**config.mk**
```make
export PLATFORM = sky130hd
export DESIGN_NAME = scanline_filled_triangle_unit
export DESIGN_NICKNAME = d
export VERILOG_FILES = /design/src/hdl/stu_pkg.sv /design/src/hdl/stu_div.sv /design/src/hdl/stu_datapath.sv /design/src/hdl/stu_ctrl.sv /design/src/hdl/scanline_filled_triangle_unit.sv
export SDC_FILE = /design/constraint.sdc
export NUM_CORES = 2
export LEC_CHECK = 0
export ABC_AREA = 1
export BUFFER_PORTS_ARGS = -buffer_cell sky130_fd_sc_hd__buf_4
export CORE_MARGIN = 2
export CORE_UTILIZATION = 69
export DETAILED_ROUTE_END_ITERATION = 6
export GPL_ROUTABILITY_DRIVEN = 0
export PLACE_DENSITY = 0.87
export SLEW_MARGIN = 20
export SYNTH_ARGS = -nofsm -noshare
export SYNTH_HDL_FRONTEND = slang
export SYNTH_SLANG_ARGS = --single-unit
```
**constraint.sdc**
```tcl
create_clock -name clk -period 23.1 [get_ports clk]
set_input_delay 0 -clock clk [delete_from_list [all_inputs] [get_ports clk]]
set_output_delay 0 -clock clk [all_outputs]
set_load 0.01 [all_outputs]
```
**src/hdl/stu_pkg.sv**
```systemverilog
// Shared constants, types and helpers for the scanline triangle unit.
// No dependencies.
package stu_pkg;

	localparam int SCR_W  = 320;
	localparam int SCR_H  = 240;
	localparam int FRAC   = 16;
	localparam int FX_W   = 32;
	localparam int DVD_W  = 27;
	localparam int DVS_W  = 11;
	localparam int CNT_W  = 10;
	localparam int SPAN_W = 11;
	localparam int CRD_W  = 12;

	localparam logic signed [FX_W-1:0] FX_ONE  = FX_W'(1) <<< FRAC;
	localparam logic signed [FX_W-1:0] FX_HALF = FX_W'(1) <<< (FRAC - 1);
	localparam logic [7:0] ALPHA = 8'hFF;

	typedef enum logic [1:0] {SEL_SPLIT, SEL_S0, SEL_S1, SEL_SY} div_sel_t;

	typedef struct packed {
		logic     load;
		logic     div_start;
		div_sel_t div_sel;
		logic     enter;
		logic     half_bot;
		logic     start_row;
		logic     next_row;
		logic     pixel;
	} cmd_t;

	typedef struct packed {
		logic flat;
		logic div_done;
		logic n_zero;
		logic span_left;
		logic row_more;
	} sts_t;

	function automatic logic signed [FX_W-1:0] round_fx(input logic signed [FX_W-1:0] v);
		logic signed [FX_W-1:0] r;
		if (v >= 0) begin
			r = (v + FX_HALF) >>> FRAC;
		end else begin
			r = -((-v + FX_HALF) >>> FRAC);
		end
		return r;
	endfunction

endpackage

```
**src/hdl/stu_div.sv**
```systemverilog
// Unsigned restoring divider, one quotient bit per cycle.
// Depends on stu_pkg.
module stu_div
	import stu_pkg::*;
(
	input  logic             clk,
	input  logic             arst_n,
	input  logic             start,
	input  logic [DVD_W-1:0] dividend,
	input  logic [DVS_W-1:0] divisor,
	output logic             done,
	output logic [DVD_W-1:0] quotient
);

	localparam int CW = $clog2(DVD_W + 1);

	logic [DVD_W-1:0] q_q;
	logic [DVS_W-1:0] rem_q;
	logic [DVS_W-1:0] dvs_q;
	logic [CW-1:0]    cnt_q;
	logic             busy_q;
	logic             done_q;
	logic [DVS_W:0]   shifted;
	logic [DVS_W+1:0] trial;

	assign shifted  = {rem_q, q_q[DVD_W-1]};
	assign trial    = {1'b0, shifted} - {2'b0, dvs_q};
	assign done     = done_q;
	assign quotient = q_q;

	always_ff @(posedge clk or negedge arst_n) begin
		if (!arst_n) begin
			busy_q <= 1'b0;
			done_q <= 1'b0;
			cnt_q  <= '0;
		end else begin
			done_q <= 1'b0;
			if (start) begin
				busy_q <= 1'b1;
				cnt_q  <= CW'(DVD_W);
			end else if (busy_q) begin
				cnt_q <= cnt_q - CW'(1);
				if (cnt_q == CW'(1)) begin
					busy_q <= 1'b0;
					done_q <= 1'b1;
				end
			end
		end
	end

	always_ff @(posedge clk) begin
		if (start) begin
			q_q   <= dividend;
			rem_q <= '0;
			dvs_q <= divisor;
		end else if (busy_q) begin
			if (!trial[DVS_W+1]) begin
				rem_q <= trial[DVS_W-1:0];
				q_q   <= {q_q[DVD_W-2:0], 1'b1};
			end else begin
				rem_q <= shifted[DVS_W-1:0];
				q_q   <= {q_q[DVD_W-2:0], 1'b0};
			end
		end
	end

endmodule

```
**src/hdl/stu_datapath.sv**
```systemverilog
// Vertex, edge, row and span registers with the fixed-point DDA arithmetic.
// Depends on stu_pkg and stu_div.
module stu_datapath
	import stu_pkg::*;
(
	input  logic        clk,
	input  logic        arst_n,
	input  cmd_t        cmd,
	output sts_t        sts,
	input  logic [8:0]  ax,
	input  logic [7:0]  ay,
	input  logic [8:0]  bx,
	input  logic [7:0]  by_coord,
	input  logic [8:0]  cx,
	input  logic [7:0]  cy,
	input  logic [7:0]  red,
	input  logic [7:0]  green,
	input  logic [7:0]  blue,
	output logic [8:0]  pixel_x,
	output logic [7:0]  pixel_y,
	output logic [31:0] pixel_argb
);

	logic [8:0]  tx_q, mx_q, bvx_q;
	logic [7:0]  ty_q, my_q, bvy_q;
	logic [23:0] colour_q;
	logic signed [CRD_W-1:0] split_q, d0_q, d1_q, dy_q;
	logic [CNT_W-1:0]  n_q, row_cnt_q;
	logic signed [FX_W-1:0] s0_q, s1_q, sy_q;
	logic signed [FX_W-1:0] from_q, to_q, yacc_q, curx_q;
	logic              dir_q;
	logic [SPAN_W-1:0] span_cnt_q, span_num_q;
	logic [8:0]        px_q;
	logic [7:0]        py_q;
	div_sel_t          sel_q;

	logic [8:0] sx0, sx1, sx2;
	logic [7:0] sy0, sy1, sy2;
	logic signed [CRD_W-1:0] e0, e1, ey, a0, a1, ay_abs, nmax;
	logic signed [CRD_W-1:0] ty_s, my_s, by_s, tx_s, mx_s, bx_s;
	logic signed [2*CRD_W-1:0] num;
	logic [DVD_W-1:0] dvd;
	logic [DVS_W-1:0] dvs;
	logic signed [CRD_W-1:0] dsel;
	logic             div_done;
	logic [DVD_W-1:0] quot;
	logic signed [FX_W-1:0] qs, diff, mag, rx, ry;

	assign tx_s = CRD_W'(tx_q);
	assign mx_s = CRD_W'(mx_q);
	assign bx_s = CRD_W'(bvx_q);
	assign ty_s = CRD_W'(ty_q);
	assign my_s = CRD_W'(my_q);
	assign by_s = CRD_W'(bvy_q);

	always_comb begin
		if (ay >= by_coord && by_coord >= cy) begin
			{sx2, sy2, sx1, sy1, sx0, sy0} = {ax, ay, bx, by_coord, cx, cy};
		end else if (ay >= cy && cy >= by_coord) begin
			{sx2, sy2, sx1, sy1, sx0, sy0} = {ax, ay, cx, cy, bx, by_coord};
		end else if (by_coord >= ay && ay >= cy) begin
			{sx2, sy2, sx1, sy1, sx0, sy0} = {bx, by_coord, ax, ay, cx, cy};
		end else if (by_coord >= cy && cy >= ay) begin
			{sx2, sy2, sx1, sy1, sx0, sy0} = {bx, by_coord, cx, cy, ax, ay};
		end else if (cy >= ay && ay >= by_coord) begin
			{sx2, sy2, sx1, sy1, sx0, sy0} = {cx, cy, ax, ay, bx, by_coord};
		end else begin
			{sx2, sy2, sx1, sy1, sx0, sy0} = {cx, cy, bx, by_coord, ax, ay};
		end
	end

	always_comb begin
		if (!cmd.half_bot) begin
			e0 = tx_s - mx_s;
			e1 = tx_s - split_q;
			ey = my_s - ty_s;
		end else begin
			e0 = split_q - bx_s;
			e1 = mx_s - bx_s;
			ey = by_s - my_s;
		end
		a0     = e0 < 0 ? -e0 : e0;
		a1     = e1 < 0 ? -e1 : e1;
		ay_abs = ey < 0 ? -ey : ey;
		nmax   = a0;
		if (a1 > nmax) nmax = a1;
		if (ay_abs > nmax) nmax = ay_abs;
	end

	assign num = (my_s - ty_s) * (bx_s - tx_s);

	always_comb begin
		case (cmd.div_sel)
			SEL_S0:  dsel = d0_q;
			SEL_S1:  dsel = d1_q;
			default: dsel = dy_q;
		endcase
		if (cmd.div_sel == SEL_SPLIT) begin
			dvs = DVS_W'(bvy_q - ty_q);
			if (num < 0) begin
				dvd = DVD_W'(-num) + DVD_W'(bvy_q - ty_q) - DVD_W'(1);
			end else begin
				dvd = DVD_W'(num);
			end
		end else begin
			dvs = {n_q, 1'b0};
			dvd = (DVD_W'(dsel < 0 ? -dsel : dsel) << (FRAC + 1)) + DVD_W'(n_q);
		end
	end

	stu_div u_div (
		.clk      (clk),
		.arst_n   (arst_n),
		.start    (cmd.div_start),
		.dividend (dvd),
		.divisor  (dvs),
		.done     (div_done),
		.quotient (quot)
	);

	always_comb begin
		case (sel_q)
			SEL_S0:    qs = d0_q < 0 ? -FX_W'(quot) : FX_W'(quot);
			SEL_S1:    qs = d1_q < 0 ? -FX_W'(quot) : FX_W'(quot);
			SEL_SY:    qs = dy_q < 0 ? -FX_W'(quot) : FX_W'(quot);
			default:   qs = num < 0 ? -FX_W'(quot) : FX_W'(quot);
		endcase
		diff = to_q - from_q;
		mag  = diff < 0 ? -diff : diff;
		rx   = round_fx(curx_q);
		ry   = round_fx(yacc_q);
	end

	always_ff @(posedge clk) begin
		if (cmd.load) begin
			tx_q     <= sx0;
			ty_q     <= sy0;
			mx_q     <= sx1;
			my_q     <= sy1;
			bvx_q    <= sx2;
			bvy_q    <= sy2;
			colour_q <= {red, green, blue};
		end
		if (cmd.div_start) begin
			sel_q <= cmd.div_sel;
		end
		if (div_done) begin
			case (sel_q)
				SEL_S0:  s0_q <= qs;
				SEL_S1:  s1_q <= qs;
				SEL_SY:  sy_q <= qs;
				default: split_q <= tx_s + CRD_W'(qs);
			endcase
		end
		if (cmd.enter) begin
			d0_q       <= e0;
			d1_q       <= e1;
			dy_q       <= ey;
			n_q        <= CNT_W'(nmax);
			row_cnt_q  <= '0;
			span_cnt_q <= '0;
			span_num_q <= '0;
			if (!cmd.half_bot) begin
				from_q <= FX_W'(tx_s) <<< FRAC;
				to_q   <= FX_W'(tx_s) <<< FRAC;
				yacc_q <= FX_W'(ty_s) <<< FRAC;
			end else begin
				from_q <= FX_W'(split_q) <<< FRAC;
				to_q   <= FX_W'(mx_s) <<< FRAC;
				yacc_q <= FX_W'(my_s) <<< FRAC;
			end
		end
		if (cmd.start_row) begin
			curx_q     <= from_q;
			dir_q      <= diff < 0;
			span_cnt_q <= '0;
			span_num_q <= SPAN_W'((mag + FX_ONE - 1) >>> FRAC);
		end
		if (cmd.next_row) begin
			row_cnt_q <= row_cnt_q + CNT_W'(1);
			from_q    <= from_q - s0_q;
			to_q      <= to_q - s1_q;
			yacc_q    <= yacc_q + sy_q;
		end
		if (cmd.pixel) begin
			px_q       <= rx < 0 ? 9'd0 : (rx > FX_W'(SCR_W - 1) ? 9'(SCR_W - 1) : rx[8:0]);
			py_q       <= ry < 0 ? 8'd0 : (ry > FX_W'(SCR_H - 1) ? 8'(SCR_H - 1) : ry[7:0]);
			curx_q     <= dir_q ? curx_q - FX_ONE : curx_q + FX_ONE;
			span_cnt_q <= span_cnt_q + SPAN_W'(1);
		end
	end

	assign sts.flat      = (bvy_q == ty_q);
	assign sts.div_done  = div_done;
	assign sts.n_zero    = (n_q == '0);
	assign sts.span_left = (span_cnt_q < span_num_q);
	assign sts.row_more  = ({1'b0, row_cnt_q} + (CNT_W+1)'(1) < {1'b0, n_q});

	assign pixel_x    = px_q;
	assign pixel_y    = py_q;
	assign pixel_argb = {ALPHA, colour_q};

endmodule

```
**src/hdl/stu_ctrl.sv**
```systemverilog
// Sequencer for triangle set-up, half entry, row start and pixel seek.
// Depends on stu_pkg.
module stu_ctrl
	import stu_pkg::*;
(
	input  logic clk,
	input  logic arst_n,
	input  logic in_valid,
	input  logic in_kind,
	output logic in_ready,
	output logic out_valid,
	output logic out_last,
	input  logic out_ready,
	output cmd_t cmd,
	input  sts_t sts
);

	typedef enum logic [3:0] {
		ST_IDLE, ST_RUN, ST_SORT, ST_SPLIT_GO, ST_SPLIT_WAIT, ST_ENTER,
		ST_DIV_GO, ST_DIV_WAIT, ST_ROW, ST_NEXT, ST_SEEK
	} state_t;

	state_t     state_q;
	logic [1:0] k_q;
	logic       bot_q;
	logic       pend_q;
	logic       valid_q;
	logic       last_q;
	logic       acc;
	div_sel_t   ksel;

	assign in_ready  = (state_q == ST_IDLE || state_q == ST_RUN) && (!valid_q || out_ready);
	assign acc       = in_valid && in_ready;
	assign out_valid = valid_q;
	assign out_last  = last_q;

	always_comb begin
		case (k_q)
			2'd0:    ksel = SEL_S0;
			2'd1:    ksel = SEL_S1;
			default: ksel = SEL_SY;
		endcase
		cmd           = '0;
		cmd.half_bot  = bot_q;
		cmd.div_sel   = (state_q == ST_SPLIT_GO) ? SEL_SPLIT : ksel;
		cmd.load      = acc && !in_kind;
		cmd.pixel     = acc && in_kind && state_q == ST_RUN;
		cmd.div_start = state_q == ST_SPLIT_GO || (state_q == ST_DIV_GO && !sts.n_zero);
		cmd.enter     = state_q == ST_ENTER;
		cmd.start_row = state_q == ST_ROW;
		cmd.next_row  = state_q == ST_NEXT;
	end

	always_ff @(posedge clk or negedge arst_n) begin
		if (!arst_n) begin
			state_q <= ST_IDLE;
			k_q     <= '0;
			bot_q   <= 1'b0;
			pend_q  <= 1'b0;
			valid_q <= 1'b0;
			last_q  <= 1'b0;
		end else begin
			if (valid_q && out_ready) begin
				valid_q <= 1'b0;
			end
			case (state_q)
				ST_IDLE, ST_RUN: begin
					if (acc && !in_kind) begin
						state_q <= ST_SORT;
						bot_q   <= 1'b0;
					end else if (cmd.pixel) begin
						state_q <= ST_SEEK;
						pend_q  <= 1'b1;
					end
				end
				ST_SORT: begin
					state_q <= sts.flat ? ST_IDLE : ST_SPLIT_GO;
				end
				ST_SPLIT_GO: begin
					state_q <= ST_SPLIT_WAIT;
				end
				ST_SPLIT_WAIT: begin
					if (sts.div_done) state_q <= ST_ENTER;
				end
				ST_ENTER: begin
					k_q     <= '0;
					state_q <= ST_DIV_GO;
				end
				ST_DIV_GO: begin
					state_q <= sts.n_zero ? ST_SEEK : ST_DIV_WAIT;
				end
				ST_DIV_WAIT: begin
					if (sts.div_done) begin
						if (k_q == 2'd2) begin
							state_q <= ST_ROW;
						end else begin
							k_q     <= k_q + 2'd1;
							state_q <= ST_DIV_GO;
						end
					end
				end
				ST_ROW: begin
					state_q <= ST_SEEK;
				end
				ST_NEXT: begin
					state_q <= ST_ROW;
				end
				ST_SEEK: begin
					if (sts.span_left) begin
						state_q <= ST_RUN;
						valid_q <= pend_q;
						last_q  <= 1'b0;
						pend_q  <= 1'b0;
					end else if (sts.row_more) begin
						state_q <= ST_NEXT;
					end else if (!bot_q) begin
						bot_q   <= 1'b1;
						state_q <= ST_ENTER;
					end else begin
						state_q <= ST_IDLE;
						valid_q <= pend_q;
						last_q  <= 1'b1;
						pend_q  <= 1'b0;
					end
				end
				default: state_q <= ST_IDLE;
			endcase
		end
	end

endmodule

```
**src/hdl/scanline_filled_triangle_unit.sv**
```systemverilog
// Top level of the scanline triangle unit: stream ports, sequencer, datapath.
// Depends on stu_pkg, stu_ctrl, stu_datapath.
//
// channel   dir  tdata                                  tuser   tlast
// s_axis    in   ax,ay,bx,by_coord,cx,cy,red,green,blue  kind    -
// m_axis    out  pixel_x,pixel_y,pixel_argb             -       last_pixel
//
// A load beat sorts the vertices, runs the split division, does the half entry, runs
// three step-size divisions on the 27-bit bit-serial divider (none for a half of zero
// extent), then does the row start and seek. A flat triangle returns to idle from sort.
// A step beat emits one pixel; it also passes through row start for each row it crosses
// and through half entry and the step-size divisions when it enters the bottom half.
// One beat is worked at a time; a beat is taken only while the output register is
// empty or draining.
// Reset clears the sequencer and the divider's control registers; other datapath registers are not reset.
module scanline_filled_triangle_unit
	import stu_pkg::*;
(
	input  logic        clk,
	input  logic        arst_n,
	input  logic        s_tvalid,
	output logic        s_tready,
	input  logic [79:0] s_tdata,   // ax, ay, bx, by_coord, cx, cy, red, green, blue, pad
	input  logic        s_tuser,   // kind
	output logic        m_tvalid,
	input  logic        m_tready,
	output logic [55:0] m_tdata,   // pixel_x, pixel_y, pixel_argb, pad
	output logic        m_tlast
);

	cmd_t        cmd;
	sts_t        sts;
	logic [8:0]  pixel_x;
	logic [7:0]  pixel_y;
	logic [31:0] pixel_argb;

	stu_ctrl u_ctrl (
		.clk       (clk),
		.arst_n    (arst_n),
		.in_valid  (s_tvalid),
		.in_kind   (s_tuser),
		.in_ready  (s_tready),
		.out_valid (m_tvalid),
		.out_last  (m_tlast),
		.out_ready (m_tready),
		.cmd       (cmd),
		.sts       (sts)
	);

	stu_datapath u_dp (
		.clk        (clk),
		.arst_n     (arst_n),
		.cmd        (cmd),
		.sts        (sts),
		.ax         (s_tdata[8:0]),
		.ay         (s_tdata[16:9]),
		.bx         (s_tdata[25:17]),
		.by_coord   (s_tdata[33:26]),
		.cx         (s_tdata[42:34]),
		.cy         (s_tdata[50:43]),
		.red        (s_tdata[58:51]),
		.green      (s_tdata[66:59]),
		.blue       (s_tdata[74:67]),
		.pixel_x    (pixel_x),
		.pixel_y    (pixel_y),
		.pixel_argb (pixel_argb)
	);

	assign m_tdata = {7'd0, pixel_argb, pixel_y, pixel_x};

	a_x_range: assert property (@(posedge clk) disable iff (!arst_n)
		m_tvalid |-> m_tdata[8:0] < 9'(SCR_W))
		else $error("pixel x beyond screen");

	a_y_range: assert property (@(posedge clk) disable iff (!arst_n)
		m_tvalid |-> m_tdata[16:9] < 8'(SCR_H))
		else $error("pixel y beyond screen");

	a_alpha: assert property (@(posedge clk) disable iff (!arst_n)
		m_tvalid |-> m_tdata[48:41] == ALPHA)
		else $error("alpha not opaque");

endmodule

```
==> flow_metrics.py <==
metrics = {
    "detailed_routing": {
        "vias": 40640,
        "via_per_inst": 6.11,
        "drt_iter0_drc": 4262,
        "final_antenna_net_count": 0,
        "drc": 32,
        "drt_pass1_iterations": 7,
        "wl_per_cell_um": 18.5,
        "routed_wl_mm": 123,
    },
    "grt": {
        "antenna_found_initial": 5,
        "gr-total-overflow": 0,
        "grt.busiest_layer": "met2",
        "grt_max_degree": 78,
        "use_met3_pct": 7.34,
        "grt_pass1_wl_mm": 195,
        "grt_usage_pct": 38.9,
        "globalRouteMet2Util_pct": 63.0,
        "grt_use_met1_pct": 47.1,
        "grt_pass1_vias": 38508,
    },
    "sta": {
        "relSlewSlack_pct": 18.4,
        "hold_violations": 0,
        "period_share_pct": 47.2,
        "min_period_ns": 10.90,
        "skew_ns": 0.0218,
        "max_freq_mhz": 91.8,
        "grt_setup_unrepaired": "false",
        "slew_violations": 0,
        "setup-violations-final": 0,
        "tns_ns": 0,
        "worst_pin_slew_ns": 1.22,
    },
    "power": {
        "switching_share_pct": 24.2,
        "clkPwrFrac_pct": 42.8,
        "internal_power_mw": 1.47,
        "peakVddDrop_v": 0.0000533,
        "leakage_nw": 22.3,
        "p_switching_uw": 467,
        "p_per_area_nw_per_um2": 41.4,
        "seqPwrFrac_pct": 48.0,
        "combPwrFrac_pct": 9.2,
    },
    "worst_setup_path": {
        "cp_slowest_stage_delay_ns": 0.75,
        "critPathArrivalTime_ns": 11.23,
        "cp_data_required_time_ns": 23.43,
        "crit_fanout": 19,
        "startpoint_type": "flip-flop",
        "cp-end-kind": "flip-flop",
        "criticalPathCategory": "reg -> reg",
        "crit_path_top_delay_cell": "xor2_1",
    },
    "yosys": {
        "ys.flop_type": "edfxtp_1",
        "synth_async_sr_flop_share_pct": 3.62,
        "yosysTopAreaCellShare_pct": 31.5,
        "synth-seq-cells": 470,
        "ys_warn_count": 0,
        "ys_types": 65,
        "synthCells": 5602,
        "synth-edff-count": 442,
        "ys_seq_area_share_pct": 33.0,
        "syn_area_sq_um": 42100,
        "synthTopCellsByArea": "edfxtp_1, ha_1, nand2_1",
        "synth.avg_cell_area_sq_um": 7.52,
        "synth_top_area_cell": "edfxtp_1",
    },
    "clocking": {
        "cts_buffers": 51,
        "hold_buffers": 107,
        "clk_path_buf_depth": 3,
        "clkSinkCount": 470,
        "ctsRootBufferMaster": "clkbuf_16",
        "post_cts_buffers": 0,
        "clkTransAtPathRegs_ns": 0.06,
        "cts_resized": 0,
        "htreeDepth": 2,
        "clk_latency_ns": 0.63,
        "cts_tree": "done",
    },
    "placement": {
        "dp_hpwl_mm": 92.4,
        "numPortBuffers": 123,
    },
    "floorplanning": {
        "dieHeight_um": 251,
        "die_w_um": 251,
        "dieArea_sq_um": 63100,
        "core-area_sq_um": 60400,
        "ioPinCount": 144,
        "rows": 90,
        "initial_core_util_pct": 69.8,
    },
    "finish": {
        "synthToLayoutAreaGrowth_pct": 10.8,
        "post-route-util_pct": 77.4,
        "layout_common_cells": "nand2_1, inv_1, nor2_1, a21oi_1, edfxtp_1",
        "layout_commonest_cell": "nand2_1",
        "fin_nets": 6382,
        "drive_gt1_share_pct": 5.58,
    },
    "outcome": {
        "status": "complete, but fails checks",
        "violations": "design-rule violations",
    },
    "worst_hold_path": {
        "hold_class": "in -> reg",
    },
    "job": {
        "max-cap-violations": 0,
    },
}
-- flip-flops by register name, indices dropped and copies added, names as in the netlist, 9 cells and up --
signal / flops
u_dp.bvx_q: 9
u_dp.colour_q: 24
u_dp.curx_q: 32
u_dp.d0_q: 11
u_dp.d1_q: 11
u_dp.dy_q: 9
u_dp.from_q: 32
u_dp.mx_q: 9
u_dp.n_q: 10
u_dp.pixel_x: 9
u_dp.row_cnt_q: 10
u_dp.s0_q: 32
u_dp.s1_q: 32
u_dp.span_cnt_q: 11
u_dp.span_num_q: 11
u_dp.split_q: 12
u_dp.sy_q: 32
u_dp.to_q: 32
u_dp.tx_q: 9
u_dp.u_div.dvs_q: 11
u_dp.u_div.quotient: 27
u_dp.u_div.rem_q: 11
u_dp.yacc_q: 32
-- cell type report --
| class | instances | area [sq um] |
|---|---|---|
| Antenna cell | 2 | 5.00 |
| Clock buffer | 55 | 1290 |
| Clock inverter | 36 | 359 |
| Fill cell | 4260 | 13700 |
| Inverter | 955 | 3580 |
| Multi-Input combinational cell | 4081 | 24300 |
| Sequential cell | 470 | 13900 |
| Tap cell | 782 | 978 |
| Timing Repair Buffer | 267 | 2280 |
-- worst paths after layout --
| kind | startpoint | endpoint | slack [ns] | depth (start not counted) |
|---|---|---|---|---|
| setup / recovery | u_dp.ty_q[1] | u_dp.split_q[11] | 12.20 | 47 |
| hold / removal | s_tuser | u_ctrl.pend_q | 0.04 | 4 |
| setup reg to reg | u_dp.ty_q[1] | u_dp.split_q[11] | 12.20 | 47 |
| hold reg to reg | u_dp.u_div.rem_q[10] | u_dp.u_div.rem_q[10] | 0.49 | 2 |
| max in group asynchronous | arst_n | u_ctrl.bot_q | 21.87 | 3 |
| min in group asynchronous | arst_n | u_dp.u_div.cnt_q[3] | 0.62 | 3 |
-- layer usage --
| metal | routed length [um] | vias to the layer above |
|---|---|---|
| met5 | 43 | - |
| li1 | - | 19241 |
| met3 | 12600 | 567 |
| met4 | 9940 | 8 |
| met2 | 55400 | 2330 |
| met1 | 44900 | 18494 |
-- logic make-up after synthesis --
logic type      after synthesis  share of synthesized area, %
compound gates             1161                          15.6
xor+xnor                    169                          3.53
fa+ha+maj                   471                          15.7
buf+inv                    1067                          9.67
flops                       470                          33.0
other cells                   2                        0.0178
simple gates               2262                          22.5
-- critical path, delay by kind of cell (launching register included) --
kind | cells | cell delay [ns]
AOI/OAI and AO/OA | 12 | 2.22
xor gates and xnor gates | 2 | 0.90
and+or+nand+nor | 16 | 2.17
DFF | 1 | 0.37
adders and majority gates | 8 | 3.52
buffers and inverters | 9 | 1.43
-- per-stage QoR --
stage,cell area (sq um),hold WS (ns),instances,power (mW),setup WS (ns)
after global routing,46700,0.0424,6646,1.98,11.62
after floorplan,42200,-0.296,5618,1.04,14.42
after detailed placement,44000,-0.105,6447,1.08,12.56
final,46700,0.0417,6648,1.93,12.20
after CTS,46700,0.00287,6645,1.92,12.48
after global placement,44000,-0.112,6447,1.08,12.79
-- cell usage after synthesis (24+ instances only) --
cell	number
nand2_1	1175
inv_1	940
nor2_1	549
a21oi_1	445
edfxtp_1	442
o21ai_0	421
ha_1	377
nand3_1	262
xor2_1	116
fa_1	94
nand4_1	92
clkbuf_1	81
nor3_1	65
xnor2_1	52
o22ai_1	40
o221ai_1	34
a31oi_1	33
a22oi_1	25
or2_2	25
nor4_1	24
o211ai_1	24
-- power groups by stage --
stage          clock [mW]  combinational (mW)  sequential [mW]
6_report            0.828               0.177            0.929
5_1_grt             0.860               0.191            0.928
4_1_cts             0.826               0.165            0.929
3_5_place_dp            0               0.135            0.947
3_3_place_gp            0               0.131            0.947
2_1_floorplan           0              0.0901            0.947
No activity file was read; power rests on OpenSTA's default activity.
